**src/design/wsfhp_pkg.sv**
```systemverilog
package wsfhp_pkg;

  typedef enum logic [1:0] {
    KIND_HDR  = 2'd0,
    KIND_DONE = 2'd1,
    KIND_PAY  = 2'd2,
    KIND_ERR  = 2'd3
  } kind_t;

  typedef enum logic [2:0] {
    ERR_NONE     = 3'd0,
    ERR_RSV_OP   = 3'd1,
    ERR_FRAG_CTL = 3'd2,
    ERR_CTL_LEN  = 3'd3,
    ERR_LEN_MSB  = 3'd4
  } err_t;

  typedef enum logic [1:0] {
    OPC_DATA,
    OPC_CTL,
    OPC_RSV
  } opc_cls_t;

  typedef enum logic [1:0] {
    LEN_SHORT,
    LEN_EXT16,
    LEN_EXT64
  } len_cls_t;

  typedef struct packed {
    logic [7:0] data_byte;
    logic       restart;
  } in_item_t;

  typedef struct packed {
    logic [7:0] data_byte;
    logic       restart;
    opc_cls_t   opc_cls;
    len_cls_t   len_cls;
  } q_item_t;

  typedef struct packed {
    logic [1:0]  byte_kind;
    logic [7:0]  data_out;
    logic        fin_flag;
    logic [3:0]  frame_opcode;
    logic        mask_present;
    logic [31:0] key_value;
    logic [62:0] frame_length;
    logic        frame_end;
    logic [2:0]  error_code;
  } out_item_t;

endpackage

```
**src/design/wsfhp_front.sv**
```systemverilog
module wsfhp_front (
  input  logic                clk,
  input  logic                rst_n,
  input  logic                in_valid,
  output logic                in_ready,
  input  wsfhp_pkg::in_item_t in_data,
  output logic                q_valid,
  input  logic                q_ready,
  output wsfhp_pkg::q_item_t  q_item
);
  import wsfhp_pkg::*;

  localparam int unsigned DEPTH = 2;
  localparam int unsigned PTR_W = 1;
  localparam int unsigned CNT_W = 2;
  localparam logic [6:0] LEN_CODE_16 = 7'd126;
  localparam logic [6:0] LEN_CODE_64 = 7'd127;
  localparam logic [CNT_W-1:0] FULL_CNT = CNT_W'(DEPTH);
  localparam logic [CNT_W-1:0] CNT_ONE = CNT_W'(1);

  q_item_t            mem_r [DEPTH];
  logic [PTR_W-1:0]   wr_ptr_r;
  logic [PTR_W-1:0]   rd_ptr_r;
  logic [CNT_W-1:0]   count_r;
  q_item_t            cls_item;
  logic               push;
  logic               pop;

  // Every byte is classified both as a possible first header byte and as a
  // possible second header byte; the parser picks whichever applies.
  always_comb begin
    cls_item.data_byte = in_data.data_byte;
    cls_item.restart   = in_data.restart;
    case (in_data.data_byte[3:0]) inside
      4'h0, 4'h1, 4'h2: cls_item.opc_cls = OPC_DATA;
      [4'h8:4'hA]:      cls_item.opc_cls = OPC_CTL;
      default:          cls_item.opc_cls = OPC_RSV;
    endcase
    if (in_data.data_byte[6:0] == LEN_CODE_16) begin
      cls_item.len_cls = LEN_EXT16;
    end else if (in_data.data_byte[6:0] == LEN_CODE_64) begin
      cls_item.len_cls = LEN_EXT64;
    end else begin
      cls_item.len_cls = LEN_SHORT;
    end
  end

  assign in_ready = (count_r != FULL_CNT);
  assign q_valid  = (count_r != '0);
  assign q_item   = mem_r[rd_ptr_r];
  assign push     = in_valid && in_ready;
  assign pop      = q_valid && q_ready;

  always_ff @(posedge clk) begin
    if (push) begin
      mem_r[wr_ptr_r] <= cls_item;
    end
  end

  always_ff @(posedge clk) begin
    if (!rst_n) begin
      wr_ptr_r <= '0;
      rd_ptr_r <= '0;
      count_r  <= '0;
    end else begin
      if (push) begin
        wr_ptr_r <= wr_ptr_r + 1'b1;
      end
      if (pop) begin
        rd_ptr_r <= rd_ptr_r + 1'b1;
      end
      if (push && !pop) begin
        count_r <= count_r + CNT_ONE;
      end else if (pop && !push) begin
        count_r <= count_r - CNT_ONE;
      end
    end
  end

endmodule

```
**src/design/wsfhp_back.sv**
```systemverilog
module wsfhp_back (
  input  logic                 clk,
  input  logic                 rst_n,
  input  logic                 q_valid,
  output logic                 q_ready,
  input  wsfhp_pkg::q_item_t   q_item,
  output logic                 out_valid,
  input  logic                 out_ready,
  output wsfhp_pkg::out_item_t out_data
);
  import wsfhp_pkg::*;

  typedef enum logic [2:0] {
    PH_HDR0,
    PH_HDR1,
    PH_LEN16,
    PH_LEN64,
    PH_KEY,
    PH_DATA,
    PH_ERR
  } phase_t;

  localparam logic [3:0] LEN16_BYTES = 4'd2;
  localparam logic [3:0] LEN64_BYTES = 4'd8;
  localparam logic [3:0] KEY_BYTES   = 4'd4;

  phase_t      phase_r, phase_nxt, ph;
  logic [3:0]  count_r, count_nxt, cnt_inc;
  logic        fin_r, fin_nxt;
  logic [3:0]  opcode_r, opcode_nxt;
  opc_cls_t    opc_cls_r, opc_cls_nxt;
  logic        mask_r, mask_nxt;
  logic [31:0] key_r, key_nxt;
  logic [63:0] length_r, length_nxt, len_shift;
  logic [62:0] left_r, left_nxt;
  err_t        sticky_r, sticky_nxt;
  kind_t       kind;
  logic        fend;
  logic        do_after;
  logic        do_finish;
  logic [7:0]  b;
  logic        pop;
  logic        out_valid_r;
  out_item_t   out_data_r, out_data_nxt;

  assign q_ready = !out_valid_r || out_ready;
  assign pop     = q_valid && q_ready;

  always_comb begin
    b           = q_item.data_byte;
    fin_nxt     = fin_r;
    opcode_nxt  = opcode_r;
    opc_cls_nxt = opc_cls_r;
    mask_nxt    = mask_r;
    key_nxt     = key_r;
    length_nxt  = length_r;
    left_nxt    = left_r;
    count_nxt   = count_r;
    kind        = KIND_HDR;
    fend        = 1'b0;
    do_after    = 1'b0;
    do_finish   = 1'b0;
    cnt_inc     = count_r + 4'd1;
    len_shift   = {length_r[55:0], b};
    if (q_item.restart) begin
      ph         = PH_HDR0;
      sticky_nxt = ERR_NONE;
    end else begin
      ph         = phase_r;
      sticky_nxt = sticky_r;
    end
    phase_nxt = ph;

    case (ph)
      PH_HDR0: begin
        fin_nxt     = b[7];
        opcode_nxt  = b[3:0];
        opc_cls_nxt = q_item.opc_cls;
        mask_nxt    = 1'b0;
        key_nxt     = '0;
        length_nxt  = '0;
        left_nxt    = '0;
        count_nxt   = '0;
        phase_nxt   = PH_HDR1;
      end
      PH_HDR1: begin
        mask_nxt = b[7];
        if (opc_cls_r == OPC_RSV) begin
          sticky_nxt = ERR_RSV_OP;
          phase_nxt  = PH_ERR;
        end else if (opc_cls_r == OPC_CTL && !fin_r) begin
          sticky_nxt = ERR_FRAG_CTL;
          phase_nxt  = PH_ERR;
        end else if (opc_cls_r == OPC_CTL && q_item.len_cls != LEN_SHORT) begin
          sticky_nxt = ERR_CTL_LEN;
          phase_nxt  = PH_ERR;
        end else begin
          count_nxt = '0;
          case (q_item.len_cls)
            LEN_SHORT: begin
              length_nxt = {57'd0, b[6:0]};
              do_after   = 1'b1;
            end
            LEN_EXT16: phase_nxt = PH_LEN16;
            default:   phase_nxt = PH_LEN64;
          endcase
        end
      end
      PH_LEN16: begin
        length_nxt = {48'd0, length_r[7:0], b};
        count_nxt  = cnt_inc;
        do_after   = (cnt_inc >= LEN16_BYTES);
      end
      PH_LEN64: begin
        length_nxt = len_shift;
        count_nxt  = cnt_inc;
        if (cnt_inc >= LEN64_BYTES) begin
          if (len_shift[63]) begin
            sticky_nxt = ERR_LEN_MSB;
            phase_nxt  = PH_ERR;
          end else begin
            do_after = 1'b1;
          end
        end
      end
      PH_KEY: begin
        key_nxt   = {key_r[23:0], b};
        count_nxt = cnt_inc;
        do_finish = (cnt_inc >= KEY_BYTES);
      end
      PH_DATA: begin
        kind = KIND_PAY;
        if (left_r != '0) begin
          left_nxt = left_r - 63'd1;
        end
        if (left_r[62:1] == '0) begin
          fend      = 1'b1;
          phase_nxt = PH_HDR0;
        end
      end
      default: begin
        phase_nxt = PH_ERR;
      end
    endcase

    if (do_after) begin
      count_nxt = '0;
      if (mask_nxt) begin
        phase_nxt = PH_KEY;
      end else begin
        do_finish = 1'b1;
      end
    end

    if (do_finish) begin
      left_nxt  = length_nxt[62:0];
      count_nxt = '0;
      kind      = KIND_DONE;
      if (length_nxt[62:0] == '0) begin
        fend      = 1'b1;
        phase_nxt = PH_HDR0;
      end else begin
        phase_nxt = PH_DATA;
      end
    end

    if (phase_nxt == PH_ERR) begin
      kind = KIND_ERR;
    end

    out_data_nxt.byte_kind    = kind;
    out_data_nxt.data_out     = b;
    out_data_nxt.fin_flag     = fin_nxt;
    out_data_nxt.frame_opcode = opcode_nxt;
    out_data_nxt.mask_present = mask_nxt;
    out_data_nxt.key_value    = key_nxt;
    out_data_nxt.frame_length = length_nxt[62:0];
    out_data_nxt.frame_end    = (kind == KIND_ERR) ? 1'b0 : fend;
    out_data_nxt.error_code   = sticky_nxt;
  end

  always_ff @(posedge clk) begin
    if (!rst_n) begin
      phase_r     <= PH_HDR0;
      sticky_r    <= ERR_NONE;
      count_r     <= '0;
      fin_r       <= 1'b0;
      opcode_r    <= '0;
      opc_cls_r   <= OPC_DATA;
      mask_r      <= 1'b0;
      out_valid_r <= 1'b0;
    end else begin
      if (pop) begin
        phase_r     <= phase_nxt;
        sticky_r    <= sticky_nxt;
        count_r     <= count_nxt;
        fin_r       <= fin_nxt;
        opcode_r    <= opcode_nxt;
        opc_cls_r   <= opc_cls_nxt;
        mask_r      <= mask_nxt;
        out_valid_r <= 1'b1;
      end else if (out_ready) begin
        out_valid_r <= 1'b0;
      end
    end
  end

  always_ff @(posedge clk) begin
    if (pop) begin
      key_r      <= key_nxt;
      length_r   <= length_nxt;
      left_r     <= left_nxt;
      out_data_r <= out_data_nxt;
    end
  end

  assign out_valid = out_valid_r;
  assign out_data  = out_data_r;

endmodule

```
**src/design/ws_frame_header_parser.sv**
```systemverilog
// Each input transfer is registered first in the two-entry input queue and then in the
// parser's output register; the parser stalls while that register holds an untaken result.
// Throughput: one byte per cycle while out_ready is held high, set by the header state machine.
// Reset: rst_n is synchronous and active low; it empties the queue, drops the result
// and returns the parser to the first header byte with no error.
module ws_frame_header_parser (
  input  logic                 clk,
  input  logic                 rst_n,
  input  logic                 in_valid,
  output logic                 in_ready,
  input  wsfhp_pkg::in_item_t  in_data,
  output logic                 out_valid,
  input  logic                 out_ready,
  output wsfhp_pkg::out_item_t out_data
);
  import wsfhp_pkg::*;

  logic    q_valid;
  logic    q_ready;
  q_item_t q_item;

  wsfhp_front u_front (
    .clk      (clk),
    .rst_n    (rst_n),
    .in_valid (in_valid),
    .in_ready (in_ready),
    .in_data  (in_data),
    .q_valid  (q_valid),
    .q_ready  (q_ready),
    .q_item   (q_item)
  );

  wsfhp_back u_back (
    .clk       (clk),
    .rst_n     (rst_n),
    .q_valid   (q_valid),
    .q_ready   (q_ready),
    .q_item    (q_item),
    .out_valid (out_valid),
    .out_ready (out_ready),
    .out_data  (out_data)
  );

  a_err_kind_code: assert property (@(posedge clk) disable iff (!rst_n)
    out_valid |-> ((out_data.byte_kind == KIND_ERR) == (out_data.error_code != ERR_NONE)))
    else $error("Error kind and sticky error code disagree.");

  a_key_unmasked: assert property (@(posedge clk) disable iff (!rst_n)
    out_valid && !out_data.mask_present |-> out_data.key_value == '0)
    else $error("Masking key is nonzero on an unmasked frame.");

  a_empty_frame_end: assert property (@(posedge clk) disable iff (!rst_n)
    out_valid && out_data.byte_kind == KIND_DONE && out_data.frame_end
      |-> out_data.frame_length == '0)
    else $error("Frame ended at header complete with a nonzero length.");

  a_queue_full: assert property (@(posedge clk) disable iff (!rst_n)
    !in_ready |-> q_valid)
    else $error("Input queue refuses a transfer while empty.");

endmodule

```
**config.mk**
```make
export PLATFORM = sky130hd
export DESIGN_NAME = ws_frame_header_parser
export DESIGN_NICKNAME = d
export VERILOG_FILES = /design/src/design/wsfhp_pkg.sv /design/src/design/wsfhp_front.sv /design/src/design/wsfhp_back.sv /design/src/design/ws_frame_header_parser.sv
export SDC_FILE = /design/constraint.sdc
export NUM_CORES = 1
export LEC_CHECK = 0
export BUFFER_PORTS_ARGS = -buffer_cell sky130_fd_sc_hd__buf_2
export CAP_MARGIN = 15
export CORE_UTILIZATION = 53
export DETAILED_ROUTE_END_ITERATION = 16
export GPL_TIMING_DRIVEN = 1
export HOLD_SLACK_MARGIN = 0.15
export PLACE_DENSITY = 0.81
export SLEW_MARGIN = 15
export SYNTH_ARGS = -nofsm -noshare
export SYNTH_HDL_FRONTEND = slang
export SYNTH_SLANG_ARGS = --single-unit
```
**constraint.sdc**
```tcl
create_clock -name clk -period 6.8 [get_ports clk]
set_clock_uncertainty 0.15 [all_clocks]
set_input_delay 1.36 -clock clk [delete_from_list [all_inputs] [get_ports clk]]
set_output_delay 1.36 -clock clk [all_outputs]
set_load 0.005 [all_outputs]
```
# Word level (Yosys, flattened, before mapping)
# Memory sizes are Yosys's and may differ from the RTL's. A register that Yosys moved wholly into a read port is not among the register bits.
# Index checks and enable logic that the tools add are counted.
[totals] mem_bits_ro=0 n_memories=1 regBits=201 inputBits=13 latchBits=0 ramBits=26
[memory_table] memory="u_front.mem_r" words=2 width=13 read_ports=1 rd_ports_with_merged_regs=1 wr=1 line="wsfhp_front.sv:21" text="q_item_t mem_r [DEPTH];"
[classes] bitwise=0 shifts=0 eq_ne=19 add_sub_neg=6 div_mod_pow=0 mux=67 order_cmp=5 reduce_logical=32 multipliers=0
[ops] cell="2-to-1 mux 63 bit" count=6
[ops] cell="one-hot mux 63 bit (4 select lines)" count=1
[ops] cell="one-hot mux 63 bit (2 select lines)" count=1
[ops] cell="one-hot mux 32 bit (2 select lines)" count=1
[ops] cell="logical NOT 63 bit" count=1
[ops] cell="nonzero test 63 bit" count=1
[ops] cell="subtractor 63 x 1 -> 63 bit (second input constant)" count=1
[ops] cell="logical NOT 62 bit" count=1
[ops] cell="2-to-1 mux 3 bit" count=17
[ops] cell="2-to-1 mux 4 bit" count=6
[ops] cell="2-to-1 mux 1 bit" count=20
[ops] cell="2-to-1 mux 2 bit" count=9
[ops] cell="one-hot mux 3 bit (5 select lines)" count=1
[ops] cell="equality test 7 bit (second input constant)" count=2
[ops] cell="!= test 4 x 2 -> 1 bit (second input constant)" count=3
[ops] cell="one-hot mux 3 bit (2 select lines)" count=2
[ops] cell="one-hot mux 4 bit (3 select lines)" count=1
[ops] cell="nonzero test 2 bit" count=5
[ops] cell="equality test 3 bit (second input constant)" count=3
[ops] cell="greater-or-equal comparator 4 bit (second input constant)" count=2
[ops] cell="logical AND 1 bit" count=7
[ops] cell="equality test 3 x 2 -> 1 bit (second input constant)" count=2
[ops] cell="OR reduction 3 bit" count=2
[ops] cell="AND reduction 5 bit" count=1
[ops] cell="other kinds (26)" count=33

# Logic depth before layout (Yosys ltp)
[logic_depth] word_depth=12 mapped_depth=10 depth_no_buf=9

# Cells and area by module
# From an unflattened synthesis, not the netlist that was laid out.
[hier_totals] cells_unflattened=961 area_unflattened_um2=11363.4
[by_module_without_submodules] module="wsfhp_back" area_per_inst_um2=10146.0 cells_each=888 seq_area_each_um2=5725.5 n_inst=1
[by_module_without_submodules] module="wsfhp_front" area_per_inst_um2=1217.4 cells_each=73 seq_area_each_um2=880.8 n_inst=1

# Worst setup path after synthesis
# No wires, ideal clock.
[synth_path] kind="input-to-reg" start="in out_ready" end="reg u_back.left_r[0] (enable)" arrival_time_ns=6.689 path_stages=5 n_path_buf=2 slack_ns=-0.617 required_time_ns=6.072 cell_sequence="nor2b_1 -> or2_2 -> clkbuf_1 -> clkbuf_1 -> a211oi_1"
[synth_via] elab_chain_cells=3
[synth_rtl] item="start: declaration" line="ws_frame_header_parser.sv:13" text="input logic out_ready,"
[synth_rtl] item="logical OR 1 bit" line="wsfhp_back.sv:46" text="assign q_ready = !out_valid_r || out_ready;"
[synth_rtl] item="logical AND 1 bit" line="wsfhp_back.sv:47" text="assign pop = q_valid && q_ready;"
[synth_rtl] item="AND reduction 3 bit (no source line)"
[synth_rtl] item="end signal: assignment" line="wsfhp_back.sv:212" text="left_r <= left_nxt;"
[synth_rtl] item="end: declaration" line="wsfhp_back.sv:35" text="logic [62:0] left_r, left_nxt;"
# No other way between the ends.
# A chain may end at the register's enable or synchronous reset.

==> flow_summary.toml <==
[global_routing]
first_global_vias = 7773
grt_use_total_pct = 26.7
grt_pass1_wl_microns = 42600
antenna_found_initial = 0
grt-ovfl-total = 0
grt_max_degree = 66

[setup_path]
path_max_fanout = 63
critPathLaunchType = "flop"
end_kind = "flop"
crit_required_ns = 6.79
arrival_ns = 4.75
crit_type = "reg -> reg"

[logic_synthesis]
synthArstFlopShare_pct = 0
synth-edff-count = 204
synth-compound-area-share_pct = 13.0
synthFlopType = "edfxtp_1"
synth.distinct_cells = 60
synth_fa_ha_area_share_pct = 0.465
synth_nets = 931
seq_area_frac_synth_pct = 61.4
synth_top_family_by_area = "simple AND/OR/NAND/NOR gates"
syn-cell-area_sq_um = 10800
muxShareOfSynthArea_pct = 1.42
avgSynthCellArea_sq_um = 11.8
synth-simple-area-share_pct = 16.3
yosysWarningCount = 0
syn-instance-count = 914
synth_xor_area_share_pct = 4.88
ys_seq_elements = 228

[power_and_ir_drop]
p_sw_share_pct = 35.8
clkPwrFrac_pct = 22.8
internal-power_mw = 3.59
power_per_cell_area_nw_per_um2 = 450
power.leakage_nw = 4.44
power_mw = 5.59
combPwrFrac_pct = 25.8
p_sw_mw = 2.00
ir_worst_vdd_mv = 0.267
seqPwrFrac_pct = 51.3

[routing]
wirelength_microns = 27600
ant_nets = 0
via_per_inst = 6.23
wire_per_inst_microns = 21.0
vias = 8160
drt_iter0_drc = 872
remaining_drc_errors = 0
firstDrtPassIters = 6

[layout]
final-seq-area_sq_um = 6610
instances_no_fill = 1310
n_fill_cell = 1471
multi_input_area_sq_um = 3940
nets = 1045
drive_gt1_share_pct = 19.1
area_delta_synth_final_pct = 15.6
insertedDiodeCount = 0

[floorplan]
initial_core_util_pct = 54.6
die_h_microns = 145
rows = 51
io_pins = 130
core_area_sq_um = 19700
fp.dieW_microns = 145
die_area_sq_um = 20900

[timing]
slew_headroom_pct = 29.8
tightest_slew_ns = 1.05
max_freq_mhz = 210
final.period_utilization_pct = 70.0
hold_viol = 0
rsz0062_at_grt = "false"
setup_viol = 0
finalCriticalPeriod_ns = 4.76
setup_tns_ns = 0
slew_violations = 0

[clock_network]
cts_buffers = 24
clk_latency_ns = 0.52
postCtsSetupRepairBufs = 0
cts_tree = "built"
root_buffer = "clkbuf_16"
cts_sinks = 228
path_clk_slew_ns = 0.06
ctsResizeCount = 0
h-tree-depth = 1
ctsHoldBuffers = 0
cts.path.max_buffers = 3

[placed_design]
dp.final_hpwl_microns = 18400
io_buffers = 129
dp_cells = 1267
gp_congestion = 0.898

[min_path]
hp-class = "reg -> reg"

[run_status]
status = "completed"

[flow_run]
drv_cap = 0
==> flip-flops by register name, summed over array words and instances (netlist names), 2 cells and up, named ones only <==
name and cells:
u_back.sticky_r 3, u_back.key_r 32, u_front.mem_r 26, u_back.count_r 4, u_back.length_r 63, u_back.left_r 63
u_front.count_r 2, u_back.phase_r 3, u_back.out_data 20, u_back.opc_cls_r 2, u_back.opcode_r 4
==> cell usage after synthesis, types with 4 or more instances <==
master,n,share of area [%]
a211oi_1,4,0.28
inv_1,23,0.80
nor3_1,27,1.3
ha_1,4,0.46
nand2b_1,9,0.52
dfxtp_1,24,4.5
nor2_1,80,2.8
o21ai_0,62,2.9
nor2b_1,6,0.35
nor4_1,34,2.0
o22ai_1,4,0.23
buf_1,10,0.35
or4_1,11,0.77
and2_1,25,1.5
a41o_1,4,0.37
nand3_1,59,2.7
xnor2_1,37,3.0
a32o_1,9,0.84
a31o_2,4,0.33
nand2_1,46,1.6
o21ai_1,4,0.19
mux2i_1,13,1.2
clkbuf_1,39,1.4
nand3b_1,5,0.35
o31ai_1,4,0.28
a21oi_1,21,0.98
nand4_1,5,0.29
or3_1,13,0.76
xor2_1,23,1.9
a22o_1,55,4.5
edfxtp_1,204,57
==> routing by layer <==
metal / vias up / track usage, % / part of all wire (%)
met3: 70 / 3.68 / 8.2
li1: 3711 / - / -
met1: 3943 / 36.6 / 41
met5: - / 0 / 0
met2: 436 / 42.6 / 48
met4: 0 / 11.7 / 3.7
==> kinds of logic (layout without fill, tap and decap cells) <==
family          Yosys count  in the layout
simple gates            335            335
flops                   228            228
compound gates          199            199
buf+inv                  73            204
xor+xnor                 60             60
mux                      15             15
fa+ha+maj                 4              4
==> power by group through the flow <==
stage / logic [mW] / clock network, mW / registers (mW)
3_5_place_dp: 1.43 / 0 / 2.86
6_report: 1.45 / 1.28 / 2.87
4_1_cts: 1.44 / 1.28 / 2.85
2_1_floorplan: 0.823 / 0 / 2.72
3_3_place_gp: 1.40 / 0 / 2.84
5_1_grt: 1.58 / 1.33 / 2.93
==> worst max-delay path, stage by stage, from the launching register on <==
cell and delay, ns:
dfxtp_1 0.85, mux2i_1 0.66, nand3_1 0.57, o22ai_4 0.24, buf_4 0.55, o31ai_1 0.36, a211oi_4 0.27, buf_4 0.69
==> worst paths after layout <==
path	from	to	slack [ns]	cells after the start
worst min register to register	u_back.opcode_r[0]	u_back.opcode_r[0]	0.32	2
worst max register to register	flop	u_back.left_r[61]	2.04	7
worst min-delay path	u_back.opcode_r[0]	u_back.opcode_r[0]	0.32	2
worst max-delay path	flop	u_back.left_r[61]	2.04	7
==> placed cells by master, fill, tap and decap left out, drive strengths merged, types with 3 or more instances in the layout <==
master,Yosys,routed
nand3,59,59
dfxtp,24,24
or4,13,13
buf,11,138
a21boi,3,3
clkbuf,39,31
mux2i,13,13
a21oi,21,21
a31o,4,4
a211oi,4,4
a21o,3,3
xnor2,37,37
nor4,37,37
nor3,28,28
nor2b,6,6
o22ai,4,4
or2,3,3
nand2,47,47
a32o,9,9
and3,3,3
edfxtp,204,204
a22o,55,55
a41o,4,4
ha,4,4
xor2,23,23
nor2,80,80
clkinv,0,9
nand4,5,5
or3,13,13
and2,25,25
inv,23,22
nand3b,5,5
nand2b,9,9
o21ai,66,66
o31ai,4,4
==> through the flow <==
| stage | utilization (%) | cell area [sq um] | setup slack [ns] | hold WS [ns] |
|---|---|---|---|---|
| global route | 63.1 | 12400 | 1.66 | 0.334 |
| CTS | 63.1 | 12400 | 2.10 | 0.317 |
| detailed placement | 59.2 | 11700 | 2.12 | 0.300 |
| finish | 63.1 | 12400 | 2.04 | 0.316 |
| global placement | 59.2 | 11700 | 2.24 | 0.293 |
| floorplan | - | 10800 | 1.58 | 0.287 |
==> layout make-up <==
| class | count | share of cell area (%) |
|---|---|---|
| multi-input combinational | 613 | 31.7 |
| tap | 265 | 2.67 |
| inverter | 23 | 0.704 |
| sequential | 228 | 53.1 |
| clock inverter | 12 | 0.905 |
| timing repair buffer | 138 | 5.73 |
| clock buffer | 31 | 5.21 |
Power figures use the tool's default switching activity.
